`config.mk`:
```
export PLATFORM = sky130hd
export DESIGN_NAME = sm_cell
export DESIGN_NICKNAME = d
export VERILOG_FILES = /design/src/design/sm_pkg.sv /design/src/design/sm_cell.sv
export SDC_FILE = /design/constraint.sdc
export NUM_CORES = 1
export LEC_CHECK = 0
export BUFFER_PORTS_ARGS = -buffer_cell sky130_fd_sc_hd__clkbuf_2
export CAP_MARGIN = 20
export CORE_ASPECT_RATIO = 1.2
export CORE_UTILIZATION = 30
export CTS_CLUSTER_DIAMETER = 60
export DETAILED_ROUTE_END_ITERATION = 12
export GPL_TIMING_DRIVEN = 1
export PLACE_DENSITY_LB_ADDON = 0.05
export SYNTH_ARGS = -nofsm -noshare
export SYNTH_HDL_FRONTEND = slang
export SYNTH_SLANG_ARGS = --single-unit
```
`constraint.sdc`:
```
create_clock -name i_clk -period 5.3 [get_ports i_clk]
set_clock_uncertainty 0.2 [all_clocks]
set_input_delay 0.265 -clock i_clk [delete_from_list [all_inputs] [get_ports i_clk]]
set_output_delay 0.265 -clock i_clk [all_outputs]
set_load 0.01 [all_outputs]
```
`src/design/sm_pkg.sv`:
```
// Shared types and constants for the set median block.
// Holds the beat structs, the cell link struct and the control state type.
// No dependencies.
package sm_pkg;

    localparam int SAMPLE_W = 32;
    localparam int MEDIAN_W = 33;
    localparam int COUNT_W  = 7;

    typedef struct packed {
        logic signed [SAMPLE_W-1:0] sample;
        logic                       last;
    } t_in;

    typedef struct packed {
        logic signed [MEDIAN_W-1:0] median_doubled;
        logic [COUNT_W-1:0]         count;
        logic                       overflow;
    } t_out;

    typedef struct packed {
        logic signed [SAMPLE_W-1:0] value;
        logic                       gt;
    } t_link;

    typedef enum logic [1:0] {
        ST_LOAD,
        ST_PICK,
        ST_SUM
    } t_state;

endpackage

```
`src/design/sm_cell.sv`:
```
// One cell of the sorting chain: holds a single sample of the sorted set.
// Depends on sm_pkg for the link struct shared with its neighbors.
// A cell shifts in its left neighbor's value, takes the new sample, or holds.
module sm_cell (
    input  logic                               i_clk,
    input  logic                               i_en,
    input  logic                               i_empty,
    input  logic signed [sm_pkg::SAMPLE_W-1:0] i_sample,
    input  sm_pkg::t_link                      i_left,
    output sm_pkg::t_link                      o_link
);
    import sm_pkg::*;

    logic signed [SAMPLE_W-1:0] r_value;
    logic signed [SAMPLE_W-1:0] n_value;
    logic                       w_gt;

    // An empty cell acts as a value larger than any sample.
    assign w_gt = i_empty || (r_value > i_sample);

    always_comb begin
        if (i_left.gt) begin
            n_value = i_left.value;
        end else if (w_gt) begin
            n_value = i_sample;
        end else begin
            n_value = r_value;
        end
    end

    always_ff @(posedge i_clk) begin
        if (i_en) begin
            r_value <= n_value;
        end
    end

    assign o_link.value = r_value;
    assign o_link.gt    = w_gt;

endmodule

```
==> results of run 1 <==
## layout by cell type (no fill, tap or decap), types with 5 or more instances in the layout
cell                       instances
sky130_fd_sc_hd__o21ai_1           9
sky130_fd_sc_hd__clkbuf_2        100
sky130_fd_sc_hd__edfxtp_1         32
sky130_fd_sc_hd__nand2_1          37
sky130_fd_sc_hd__clkbuf_8          5
sky130_fd_sc_hd__o21ai_0          25
sky130_fd_sc_hd__inv_1            33
sky130_fd_sc_hd__ha_1             32
sky130_fd_sc_hd__a21oi_1          14
sky130_fd_sc_hd__nand4_1           5
## worst max-delay path, delay by kind of cell, from the launching register on
kind                     cells  cell delay [ns]
AO/OA/AOI/OAI                3             0.79
adder cells (fa/ha/maj)      1             0.37
buffers and inverters        1             0.23
flip-flops                   1             0.41
AND/OR/NAND/NOR              3             0.62
## where the power goes
| part | total (mW) | leakage (nW) | switching [mW] | internal [mW] |
|---|---|---|---|---|
| registers | 0.317 | 0.313 | 0.0113 | 0.306 |
| logic | 0.164 | 1.07 | 0.0899 | 0.0744 |
| clock network | 0.229 | 0.0532 | 0.0917 | 0.137 |
| total | 0.710 | 1.44 | 0.193 | 0.517 |
## synth_stat cells
master / instances / share of area, %
sky130_fd_sc_hd__a31o_1: 1 / 0.41
sky130_fd_sc_hd__o31ai_2: 1 / 0.58
sky130_fd_sc_hd__clkbuf_1: 5 / 0.88
sky130_fd_sc_hd__o21ai_1: 9 / 2.1
sky130_fd_sc_hd__nor4_2: 1 / 0.58
sky130_fd_sc_hd__o211ai_1: 1 / 0.35
sky130_fd_sc_hd__edfxtp_1: 32 / 45
sky130_fd_sc_hd__nand3b_1: 1 / 0.35
sky130_fd_sc_hd__nor2b_1: 1 / 0.29
sky130_fd_sc_hd__a21oi_1: 14 / 3.3
sky130_fd_sc_hd__nor2_1: 2 / 0.35
sky130_fd_sc_hd__nor4_1: 1 / 0.29
sky130_fd_sc_hd__buf_4: 1 / 0.35
sky130_fd_sc_hd__nand2_1: 37 / 6.5
sky130_fd_sc_hd__buf_1: 2 / 0.35
sky130_fd_sc_hd__o21ai_0: 25 / 5.8
sky130_fd_sc_hd__o21a_1: 1 / 0.35
sky130_fd_sc_hd__and2_1: 1 / 0.29
sky130_fd_sc_hd__inv_1: 33 / 5.8
sky130_fd_sc_hd__o41ai_1: 2 / 0.82
sky130_fd_sc_hd__ha_1: 32 / 19
sky130_fd_sc_hd__a31oi_1: 1 / 0.29
sky130_fd_sc_hd__a211oi_1: 1 / 0.35
sky130_fd_sc_hd__nand4b_1: 1 / 0.41
sky130_fd_sc_hd__nand3_1: 4 / 0.94
sky130_fd_sc_hd__nand4_1: 5 / 1.5
sky130_fd_sc_hd__a21boi_0: 1 / 0.35
sky130_fd_sc_hd__a221oi_1: 1 / 0.41
sky130_fd_sc_hd__nand4_2: 2 / 1.2
sky130_fd_sc_hd__mux2_1: 1 / 0.53
sky130_fd_sc_hd__a21o_1: 2 / 0.70
## logic make-up after synthesis
kind of cell / after synthesis / synth area share, %
compound gates: 60 / 15.8
buf+inv: 41 / 7.37
simple gates: 56 / 12.6
mux: 1 / 0.526
flops: 32 / 44.9
fa+ha+maj: 32 / 18.7
## layer usage
| metal | wire, µm | track usage [%] | up-vias |
|---|---|---|---|
| met3 | 270 | 3.19 | 6 |
| li1 | - | - | 991 |
| met2 | 2490 | 26.1 | 58 |
| met5 | 0 | 0 | - |
| met1 | 2220 | 16.8 | 832 |
| met4 | 74 | 5.45 | 0 |
## worst min-delay path by stage
stage | start | endpoint | slack [ns] | cells after the start
finish | i_left[25] | r_value[24] | 0.05 | 3
detailed placement | i_left[28] | r_value[27] | 0.35 | 3
global placement | i_left[27] | r_value[26] | 0.34 | 3
CTS | i_left[28] | r_value[27] | 0.04 | 3
global route | i_left[25] | r_value[24] | 0.05 | 3
floorplan | i_left[31] | r_value[30] | 0.25 | 2
## through the flow
step / instance area [µm²] / hold slack, ns / setup slack, ns
after detailed placement: 2760 / 0.349 / 2.33
after global placement: 2730 / 0.345 / 1.99
final: 2880 / 0.0508 / 2.35
after global routing: 2880 / 0.0495 / 2.09
after floorplan: 2140 / 0.252 / 1.24
after CTS: 2860 / 0.0435 / 2.30
## final cells by class
cell class                 count  area [µm²]
fill                         742        3970
multi-input combinational    149        1040
sequential                    32         961
timing repair buffer         102         548
inverter                      33         124
tap                           87         109
clock buffer                   5        68.8
clock inverter                 3        37.5
==> insert_results.sql, run 1 <==
INSERT INTO impl_metrics (metric_group, metric, value, unit) VALUES
('clocking', 'h_tree_lvls', '2', ''),
('status', 'outcome', 'completed', ''),
('critical_path', 'cpPeakStageDelay', '0.46', 'ns'),
('logic_synthesis', 'mean_cell_area_of_the_mapped_netlist', '9.64', 'µm²'),
('drt', 'detail_route.wl_per_cell', '12.3', 'µm'),
('sta', 'timing.final.crit_share', '55.6', '%'),
('clocking', 'numCtsBuffers', '5', ''),
('floorplanning', 'die_w', '79.1', 'µm'),
('final_layout', 'antenna_cells', '0', ''),
('grt', 'grt_use_total', '14.6', '%'),
('final_layout', 'design.final.nets', '423', ''),
('drt', 'dr_vias', '1887', ''),
('critical_path', 'rr_startpoint', 'r_value[31]', ''),
('placed_design', 'gpl.final_weighted_congestion', '0.675', ''),
('power', 'power_density', '246', 'nW/µm²'),
('critical_path', 'startpoint', 'r_value[31]', ''),
('clocking', 'insertion_delay', '0.29', 'ns'),
('logic_synthesis', 'netlist_area', '2140', 'µm²'),
('clocking', 'cts_num_sinks', '32', ''),
('grt', 'grt_start_max_net_pins', '65', ''),
('final_layout', 'fin_util', '42.1', '%'),
('logic_synthesis', 'syn-num-nets', '322', ''),
('power', 'ir_drop', '94.5', 'µV'),
('grt', 'globalRoute.totalOverflow', '0', ''),
('final_layout', 'final_layout_size_suffix_gt1_share', '34.9', '%'),
('sta', 'period_minus_slack', '2.95', 'ns'),
('critical_path', 'startpoint_type_of_the_worst_setup_path', 'flop', ''),
('critical_path', 'criticalPathCategory', 'reg2reg', ''),
('job', 'max_cap_viol_count', '0', ''),
('critical_path', 'crit_arrival', '2.74', 'ns'),
('final_layout', 'layout.cells.non_filler', '411', ''),
('sta', 'fin_tns_setup', '0', 'ns'),
('logic_synthesis', 'yosys_warnings', '0', ''),
('floorplanning', 'placeableCoreArea', '6850', 'µm²'),
('clocking', 'cts.repair_timing.setup_buffer_count', '0', ''),
('clocking', 'holdBufCountCts', '0', ''),
('floorplanning', 'placement_rows', '33', ''),
('sta', 'finalSetupViolations', '0', ''),
('drt', 'detail-route-antenna-nets', '0', ''),
('grt', 'number_of_global_route_vias_before_repair', '1797', ''),
('critical_path', 'critPathCaptureType', 'flop', ''),
('clocking', 'clockRootBuffer', 'sky130_fd_sc_hd__clkbuf_8', ''),
('logic_synthesis', 'syn_inst', '222', ''),
('sta', 'finalHoldViolCount', '0', ''),
('power', 'power.total', '0.710', 'mW'),
('floorplanning', 'ios', '101', ''),
('critical_path', 'critical_path_required', '5.09', 'ns'),
('clocking', 'postcts_resize_cnt', '0', ''),
('clocking', 'worst_setup_hold_path_clk_slew', '0.07', 'ns'),
('critical_path', 'ordered_cell_list_for_the_critical_path', 'ha_1 -> nand4_2 -> nor4_2 -> and2_1 -> o41ai_1 -> a31o_1 -> a31oi_4 -> buf_16', ''),
('sta', 'worst-slew-pin-transition', '0.511', 'ns'),
('critical_path', 'worst_setup_path_endpoint', 'r_value[8]', ''),
('clocking', 'cts-root-to-sink-buffers', '2', ''),
('logic_synthesis', 'ys_seq_area_share', '44.9', '%'),
('sta', 'rsz_0062_raised_after_global_routing', 'false', ''),
('placed_design', 'place.detailed.hpwl', '4030', 'µm'),
('placed_design', 'io_buffer_count', '100', ''),
('power', 'power_leakage', '1.44', 'nW'),
('critical_path', 'worst_path_max_delay_cell', 'sky130_fd_sc_hd__a31oi_4', ''),
('critical_path', 'critical_path.reg2reg.endpoint', 'r_value[8]', ''),
('final_layout', 'largest_register_ffs', '32', ''),
('drt', 'vias_per_cell', '4.59', ''),
('drt', 'drt_first_pass_iters', '4', ''),
('floorplanning', 'floorplan.initialDensity', '31.2', '%'),
('placed_design', 'dp.cells', '402', ''),
('sta', 'fmax', '0.339', 'GHz'),
('critical_path', 'critical_path_peak_fanout', '21', ''),
('final_layout', 'most_flop_heavy_register', 'r_value', ''),
('drt', 'drtIter0Drc', '34', ''),
('worst_hold_path', 'timing.hold.worst.class', 'in2reg', ''),
('floorplanning', 'chipHeight', '94.5', 'µm');
(Power assumes the default switching activity.)
==> run 2: changes to the inputs <==
clock period = 2.97 ns   (was 5.3 ns; I/O delays follow)
==> run 2 against run 1 <==
Via count rose by 7.3%. Die area did not move. Final cell count rose by 8.0%. Count of clock-buffer cells in the layout rose by 1. Fmax rose by 5.4%. Final area rose by 10%.
==> insert_results.sql, run 2 (synthesis results as in run 1) <==
INSERT INTO impl_metrics (metric_group, metric, value, unit) VALUES
('final_layout', 'layout.cells.most_common', 'sky130_fd_sc_hd__clkbuf_2', ''),
('power', 'p_comb_share', '27.2', '%'),
('sta', 'worst_slew_margin_rel', '68.2', '%'),
('clocking', 'h_tree_lvls', '2', ''),
('grt', 'number_of_global_route_vias_before_repair', '1986', ''),
('sta', 'fmax', '0.358', 'GHz'),
('critical_path', 'startpoint_type_of_the_worst_setup_path', 'flop', ''),
('grt', 'grt_start_max_net_pins', '41', ''),
('final_layout', 'most_flop_heavy_register', 'r_value', ''),
('clocking', 'cts_num_sinks', '32', ''),
('final_layout', 'layout.cells.non_filler', '444', ''),
('power', 'p_int', '0.864', 'mW'),
('sta', 'finalHoldViolCount', '0', ''),
('drt', 'drt_first_pass_iters', '4', ''),
('drt', 'detail_route.wl_per_cell', '12.5', 'µm'),
('clocking', 'worst_setup_hold_path_clk_slew', '0.07', 'ns'),
('final_layout', 'syn_to_final_growth', '48.3', '%'),
('power', 'net-switching-power', '0.349', 'mW'),
('critical_path', 'critPathCaptureType', 'flop', ''),
('sta', 'rsz_0062_raised_after_global_routing', 'false', ''),
('final_layout', 'design.final.nets', '457', ''),
('clocking', 'clockRootBuffer', 'sky130_fd_sc_hd__clkbuf_8', ''),
('worst_hold_path', 'timing.hold.worst.class', 'in2reg', ''),
('power', 'power_density', '382', 'nW/µm²'),
('final_layout', 'fill_cells', '689', ''),
('clocking', 'numCtsBuffers', '5', ''),
('placed_design', 'place.detailed.hpwl', '4200', 'µm'),
('critical_path', 'criticalPathCategory', 'reg2reg', ''),
('sta', 'finalSetupViolations', '0', ''),
('final_layout', 'most-common-layout-cells', '100 x sky130_fd_sc_hd__clkbuf_2, 37 x sky130_fd_sc_hd__nand2_1, 33 x sky130_fd_sc_hd__inv_1, 33 x sky130_fd_sc_hd__dlygate4sd3_1', ''),
('power', 'swShare', '28.7', '%'),
('floorplanning', 'placement_rows', '33', ''),
('clocking', 'cts-root-to-sink-buffers', '2', ''),
('floorplanning', 'placeableCoreArea', '6850', 'µm²'),
('power', 'seqPwrFrac', '46.6', '%'),
('sta', 'timing.final.crit_share', '94.1', '%'),
('floorplanning', 'die_w', '79.1', 'µm'),
('placed_design', 'io_buffer_count', '100', ''),
('drt', 'remaining_drc_errors', '0', ''),
('final_layout', 'largest_register_ffs', '32', ''),
('final_layout', 'largestRegisters', 'r_value: 32 flops', ''),
('sta', 'worst-slew-pin-transition', '0.476', 'ns'),
('power', 'power_leakage', '1.56', 'nW'),
('drt', 'wl_met2', '2840', 'µm'),
('floorplanning', 'ios', '101', ''),
('drt', 'met1Wirelength', '2410', 'µm'),
('status', 'outcome', 'completed', ''),
('critical_path', 'crit_arrival', '2.56', 'ns'),
('critical_path', 'critical_path_required', '2.74', 'ns'),
('grt', 'first_pass_grt_wire_length', '8830', 'µm'),
('drt', 'totalWireLength', '5560', 'µm'),
('drt', 'vias_per_cell', '4.56', ''),
('floorplanning', 'chipHeight', '94.5', 'µm'),
('power', 'ir_drop', '212', 'µV'),
('floorplanning', 'floorplan.initialDensity', '31.2', '%'),
('critical_path', 'critical_path_peak_fanout', '15', ''),
('job', 'max_cap_viol_count', '0', ''),
('grt', 'antenna_found_initial', '0', ''),
('grt', 'grt_use_total', '15.4', '%'),
('final_layout', 'antenna_cells', '0', ''),
('drt', 'dr_vias', '2025', ''),
('drt', 'detailroute.wirelength.met3', '249', 'µm'),
('grt', 'globalRoute.totalOverflow', '0', ''),
('drt', 'drtIter0Drc', '28', ''),
('drt', 'detail-route-antenna-nets', '0', ''),
('final_layout', 'final_layout_size_suffix_gt1_share', '31.9', '%'),
('placed_design', 'gpl.final_weighted_congestion', '0.726', ''),
('clocking', 'insertion_delay', '0.28', 'ns'),
('clocking', 'cts_tree', 'built', ''),
('drt', 'highest-signal-layer', 'met4', ''),
('power', 'p_clk_share', '26.2', '%'),
('floorplanning', 'die_area', '7470', 'µm²'),
('sta', 'period_minus_slack', '2.80', 'ns'),
('sta', 'fin_tns_setup', '0', 'ns'),
('clocking', 'postcts_resize_cnt', '0', ''),
('placed_design', 'dp.cells', '404', ''),
('sta', 'report.final.slew_viol_count', '0', '');
==> run 2: area by class of cell <==
class	count	area, µm²	share of cell area, %
Multi-Input combinational cell	149	1040	32.6
Sequential cell	32	961	30.3
Timing Repair Buffer	136	866	27.3
Inverter	33	124	3.90
Tap cell	87	109	3.43
Clock buffer	6	72.6	2.29
Clock inverter	1	5.00	0.158
==> run 2: power by group through the flow <==
stage	clock, mW	combinational (mW)	sequential, mW
global route	0.347	0.375	0.570
detailed placement	0	0.300	0.576
floorplan	0	0.154	0.591
CTS	0.331	0.337	0.566
finish	0.318	0.330	0.566
global placement	0	0.302	0.574
==> run 2: timing repair <==
action | in CTS | in global routing
hold buffers | 33 | 0
buffers inserted | 0 | 0
hold endpoints to repair | 31 | 0
==> run 2: final timing paths <==
kind	depth (start not counted)	to	start	slack, ns
hold reg to reg	5	r_value[9]	r_value[31]	0.95
setup reg to reg	8	r_value[7]	r_value[1]	0.17
setup / recovery	8	r_value[7]	r_value[1]	0.17
hold / removal	3	r_value[14]	i_sample[14]	0.007
==> run 2: critical path: stages (launching register included) <==
cell                       delay, ns
sky130_fd_sc_hd__edfxtp_1       0.39
sky130_fd_sc_hd__ha_1           0.30
sky130_fd_sc_hd__nor2b_1        0.13
sky130_fd_sc_hd__o211ai_1       0.14
sky130_fd_sc_hd__a211oi_1       0.09
sky130_fd_sc_hd__o41ai_1        0.46
sky130_fd_sc_hd__nand4b_1       0.25
sky130_fd_sc_hd__a31oi_4        0.23
sky130_fd_sc_hd__buf_4          0.27
==> run 2: metrics by stage <==
stage	utilization [%]	setup WS [ns]	hold WS (ns)	area, µm²	power [mW]
final	46.3	0.175	0.00693	3170	1.21
after floorplan	-	0.0597	0.136	2150	0.745
after global routing	46.3	0.0455	0.00867	3170	1.29
after global placement	40.3	0.303	0.229	2770	0.876
after detailed placement	40.3	0.178	0.233	2770	0.876
after CTS	46.3	0.157	0.000616	3170	1.23
==> run 2: metal layers <==
layer  vias to the layer above  track usage (%)
met1                       906             18.3
li1                       1058                -
met4                         0             5.00
met2                        55             27.4
met5                         -                0
met3                         6             3.19
==> run 3: changes to the inputs <==
--- a/constraint.sdc
+++ b/constraint.sdc
@@ -4,2 +4,2 @@
 set_output_delay 0.1485 -clock i_clk [all_outputs]
-set_load 0.01 [all_outputs]
+set_load 0.05 [all_outputs]
==> run 3 against run 2 <==
Non-clock buffer count stayed put. Sequential share of layout area shrank 0.24 points. Sequential power about the same. First-iteration DRC count rose to 3.3 times the previous value. Register-to-register slack better by 0.05 ns. Combinational power is 34% higher. Utilization is 0.37 points higher. Critical endpoint is now o_link[0]. Largest power group unchanged.
==> insert_results.sql, run 3 (synthesis results as in run 1) <==
INSERT INTO impl_metrics (metric_group, metric, value, unit) VALUES
('sta', 'period_minus_slack', '2.80', 'ns'),
('sta', 'finalSetupViolations', '0', ''),
('critical_path', 'crit_arrival', '2.45', 'ns'),
('placed_design', 'gpl.final_weighted_congestion', '0.720', ''),
('grt', 'globalRoute.totalOverflow', '0', ''),
('power', 'swShare', '34.7', '%'),
('job', 'max_cap_viol_count', '0', ''),
('clocking', 'cts_num_sinks', '32', ''),
('clocking', 'insertion_delay', '0.28', 'ns'),
('sta', 'worst_slew_margin_rel', '68.7', '%'),
('placed_design', 'place.detailed.hpwl', '4320', 'µm'),
('critical_path', 'setup.reg_to_reg.worst_slack', '0.22', 'ns'),
('power', 'net-switching-power', '0.457', 'mW'),
('sta', 'timing.final.crit_share', '94.3', '%'),
('floorplanning', 'placement_rows', '33', ''),
('drt', 'drtIter0Drc', '93', ''),
('final_layout', 'largest_register_ffs', '32', ''),
('power', 'ir_drop', '202', 'µV'),
('sta', 'worst-slew-pin-transition', '0.469', 'ns'),
('drt', 'detail-route-antenna-nets', '0', ''),
('power', 'power.total', '1.32', 'mW'),
('clocking', 'cts_tree', 'built', ''),
('placed_design', 'io_buffer_count', '100', ''),
('power', 'p_clk_share', '23.4', '%'),
('sta', 'timing.hold.ws', '0.00959', 'ns'),
('power', 'seqPwrFrac', '43.1', '%'),
('grt', 'grt_start_max_net_pins', '42', ''),
('critical_path', 'ordered_cell_list_for_the_critical_path', 'ha_4 -> nand4_1 -> nor4_2 -> and2_1 -> o41ai_2 -> a31o_1 -> nand3b_1 -> buf_2', ''),
('critical_path', 'cpPeakStageDelay', '0.43', 'ns'),
('final_layout', 'most_flop_heavy_register', 'r_value', ''),
('final_layout', 'multiInputGateArea', '1070', 'µm²'),
('clocking', 'worst_setup_hold_path_clk_slew', '0.06', 'ns'),
('sta', 'rsz_0062_raised_after_global_routing', 'false', ''),
('status', 'outcome', 'completed', ''),
('sta', 'finalHoldViolCount', '0', ''),
('critical_path', 'critical_path_peak_fanout', '3', ''),
('placed_design', 'post-place-ws', '0.249', 'ns'),
('final_layout', 'antenna_cells', '0', ''),
('critical_path', 'startpoint_type_of_the_worst_setup_path', 'flop', ''),
('final_layout', 'largestRegisters', 'r_value: 32 flops', ''),
('power', 'p_int', '0.860', 'mW'),
('drt', 'remaining_drc_errors', '0', ''),
('power', 'power_density', '412', 'nW/µm²'),
('sta', 'fmax', '0.357', 'GHz'),
('clocking', 'cts-root-to-sink-buffers', '2', ''),
('final_layout', 'design.final.nets', '457', ''),
('floorplanning', 'floorplan.initialDensity', '31.2', '%'),
('drt', 'dr_vias', '2033', ''),
('critical_path', 'worst_path_max_delay_cell', 'sky130_fd_sc_hd__edfxtp_1', ''),
('sta', 'setup_ws', '0.170', 'ns'),
('floorplanning', 'placeableCoreArea', '6850', 'µm²'),
('critical_path', 'critical_path_required', '2.62', 'ns'),
('floorplanning', 'die_area', '7470', 'µm²'),
('grt', 'antenna_found_initial', '0', ''),
('final_layout', 'layout.cells.most_common', 'sky130_fd_sc_hd__clkbuf_2', ''),
('critical_path', 'critPathCaptureType', 'primary output', ''),
('floorplanning', 'ios', '101', ''),
('clocking', 'clockRootBuffer', 'sky130_fd_sc_hd__clkbuf_8', ''),
('grt', 'first_pass_grt_wire_length', '8840', 'µm'),
('worst_hold_path', 'timing.hold.worst.class', 'in2reg', ''),
('clocking', 'numCtsBuffers', '5', ''),
('drt', 'detail_route.wl_per_cell', '12.5', 'µm'),
('drt', 'totalWireLength', '5540', 'µm'),
('grt', 'grt_use_total', '15.6', '%'),
('clocking', 'h_tree_lvls', '2', ''),
('floorplanning', 'die_w', '79.1', 'µm'),
('sta', 'report.final.slew_viol_count', '0', ''),
('drt', 'drt_first_pass_iters', '4', ''),
('drt', 'vias_per_cell', '4.58', ''),
('final_layout', 'syn_to_final_growth', '49.5', '%'),
('final_layout', 'fill_cells', '711', ''),
('final_layout', 'register_area', '961', 'µm²'),
('critical_path', 'criticalPathCategory', 'reg2out', ''),
('final_layout', 'final_layout_size_suffix_gt1_share', '32.8', '%'),
('power', 'p_comb_share', '33.5', '%'),
('grt', 'number_of_global_route_vias_before_repair', '1964', ''),
('power', 'power_leakage', '1.56', 'nW'),
('floorplanning', 'chipHeight', '94.5', 'µm'),
('final_layout', 'most-common-layout-cells', '99 x sky130_fd_sc_hd__clkbuf_2, 37 x sky130_fd_sc_hd__nand2_1, 33 x sky130_fd_sc_hd__inv_1, 33 x sky130_fd_sc_hd__dlygate4sd3_1, 32 x sky130_fd_sc_hd__edfxtp_1', '');
==> run 3: changes by cell type in the layout (fill, tap and decap cells not counted), sizes merged <==
cell,before,now
buf,3,4
clkinv,1,2
clkbuf,106,104
==> run 3: power by group through the flow <==
stage | clock [mW] | combinational [mW] | sequential [mW]
2_1_floorplan | 0 | 0.163 | 0.699
3_3_place_gp | 0 | 0.414 | 0.576
3_5_place_dp | 0 | 0.412 | 0.578
4_1_cts | 0.323 | 0.448 | 0.568
5_1_grt | 0.341 | 0.485 | 0.572
6_report | 0.308 | 0.441 | 0.568
==> run 3: final timing paths <==
check	from	to	depth (start not counted)
worst max-delay path	r_value[19]	o_link[0]	8
worst min-delay path	i_sample[14]	r_value[14]	3
worst max register to register	r_value[19]	r_value[8]	8
worst min register to register	r_value[31]	r_value[4]	5
==> run 3: what timing repair did <==
action	in CTS	in global routing
hold endpoints to repair	32	0
hold buffers	33	0
setup endpoints to repair	0	1
setup buffers	0	0
resized for setup	0	2
==> run 3: through the flow <==
step / utilization, % / instance area [µm²] / TNS (ns) / std cells
global placement: 40.6 / 2790 / 0 / 404
finish: 46.7 / 3200 / 0 / 444
CTS: 46.6 / 3190 / 0 / 444
floorplan: - / 2190 / -3.79 / 222
detailed placement: 40.6 / 2790 / 0 / 404
global route: 46.7 / 3200 / 0 / 444
==> run 3: final cells by class <==
class / instances / share of cell area (%)
Timing Repair Buffer: 136 / 26.7
Clock inverter: 2 / 0.235
Tap cell: 87 / 3.40
Clock buffer: 5 / 2.15
Multi-Input combinational cell: 149 / 33.6
Inverter: 33 / 3.87
Sequential cell: 32 / 30.0
==> run 3: layer usage <==
metal | global-route usage, % | part of all wire, %
met1 | 17.5 | 44
met2 | 29.2 | 51
met3 | 3.57 | 4.6
met4 | 4.55 | 1.2
met5 | 0 | 0
==> run 3: critical path: cells and delay by family, from the launching register on <==
kind	cells	cell delay, ns
flops	1	0.43
simple gates	4	0.81
fa+ha+maj	1	0.30
buf+inv	1	0.28
compound gates	2	0.35
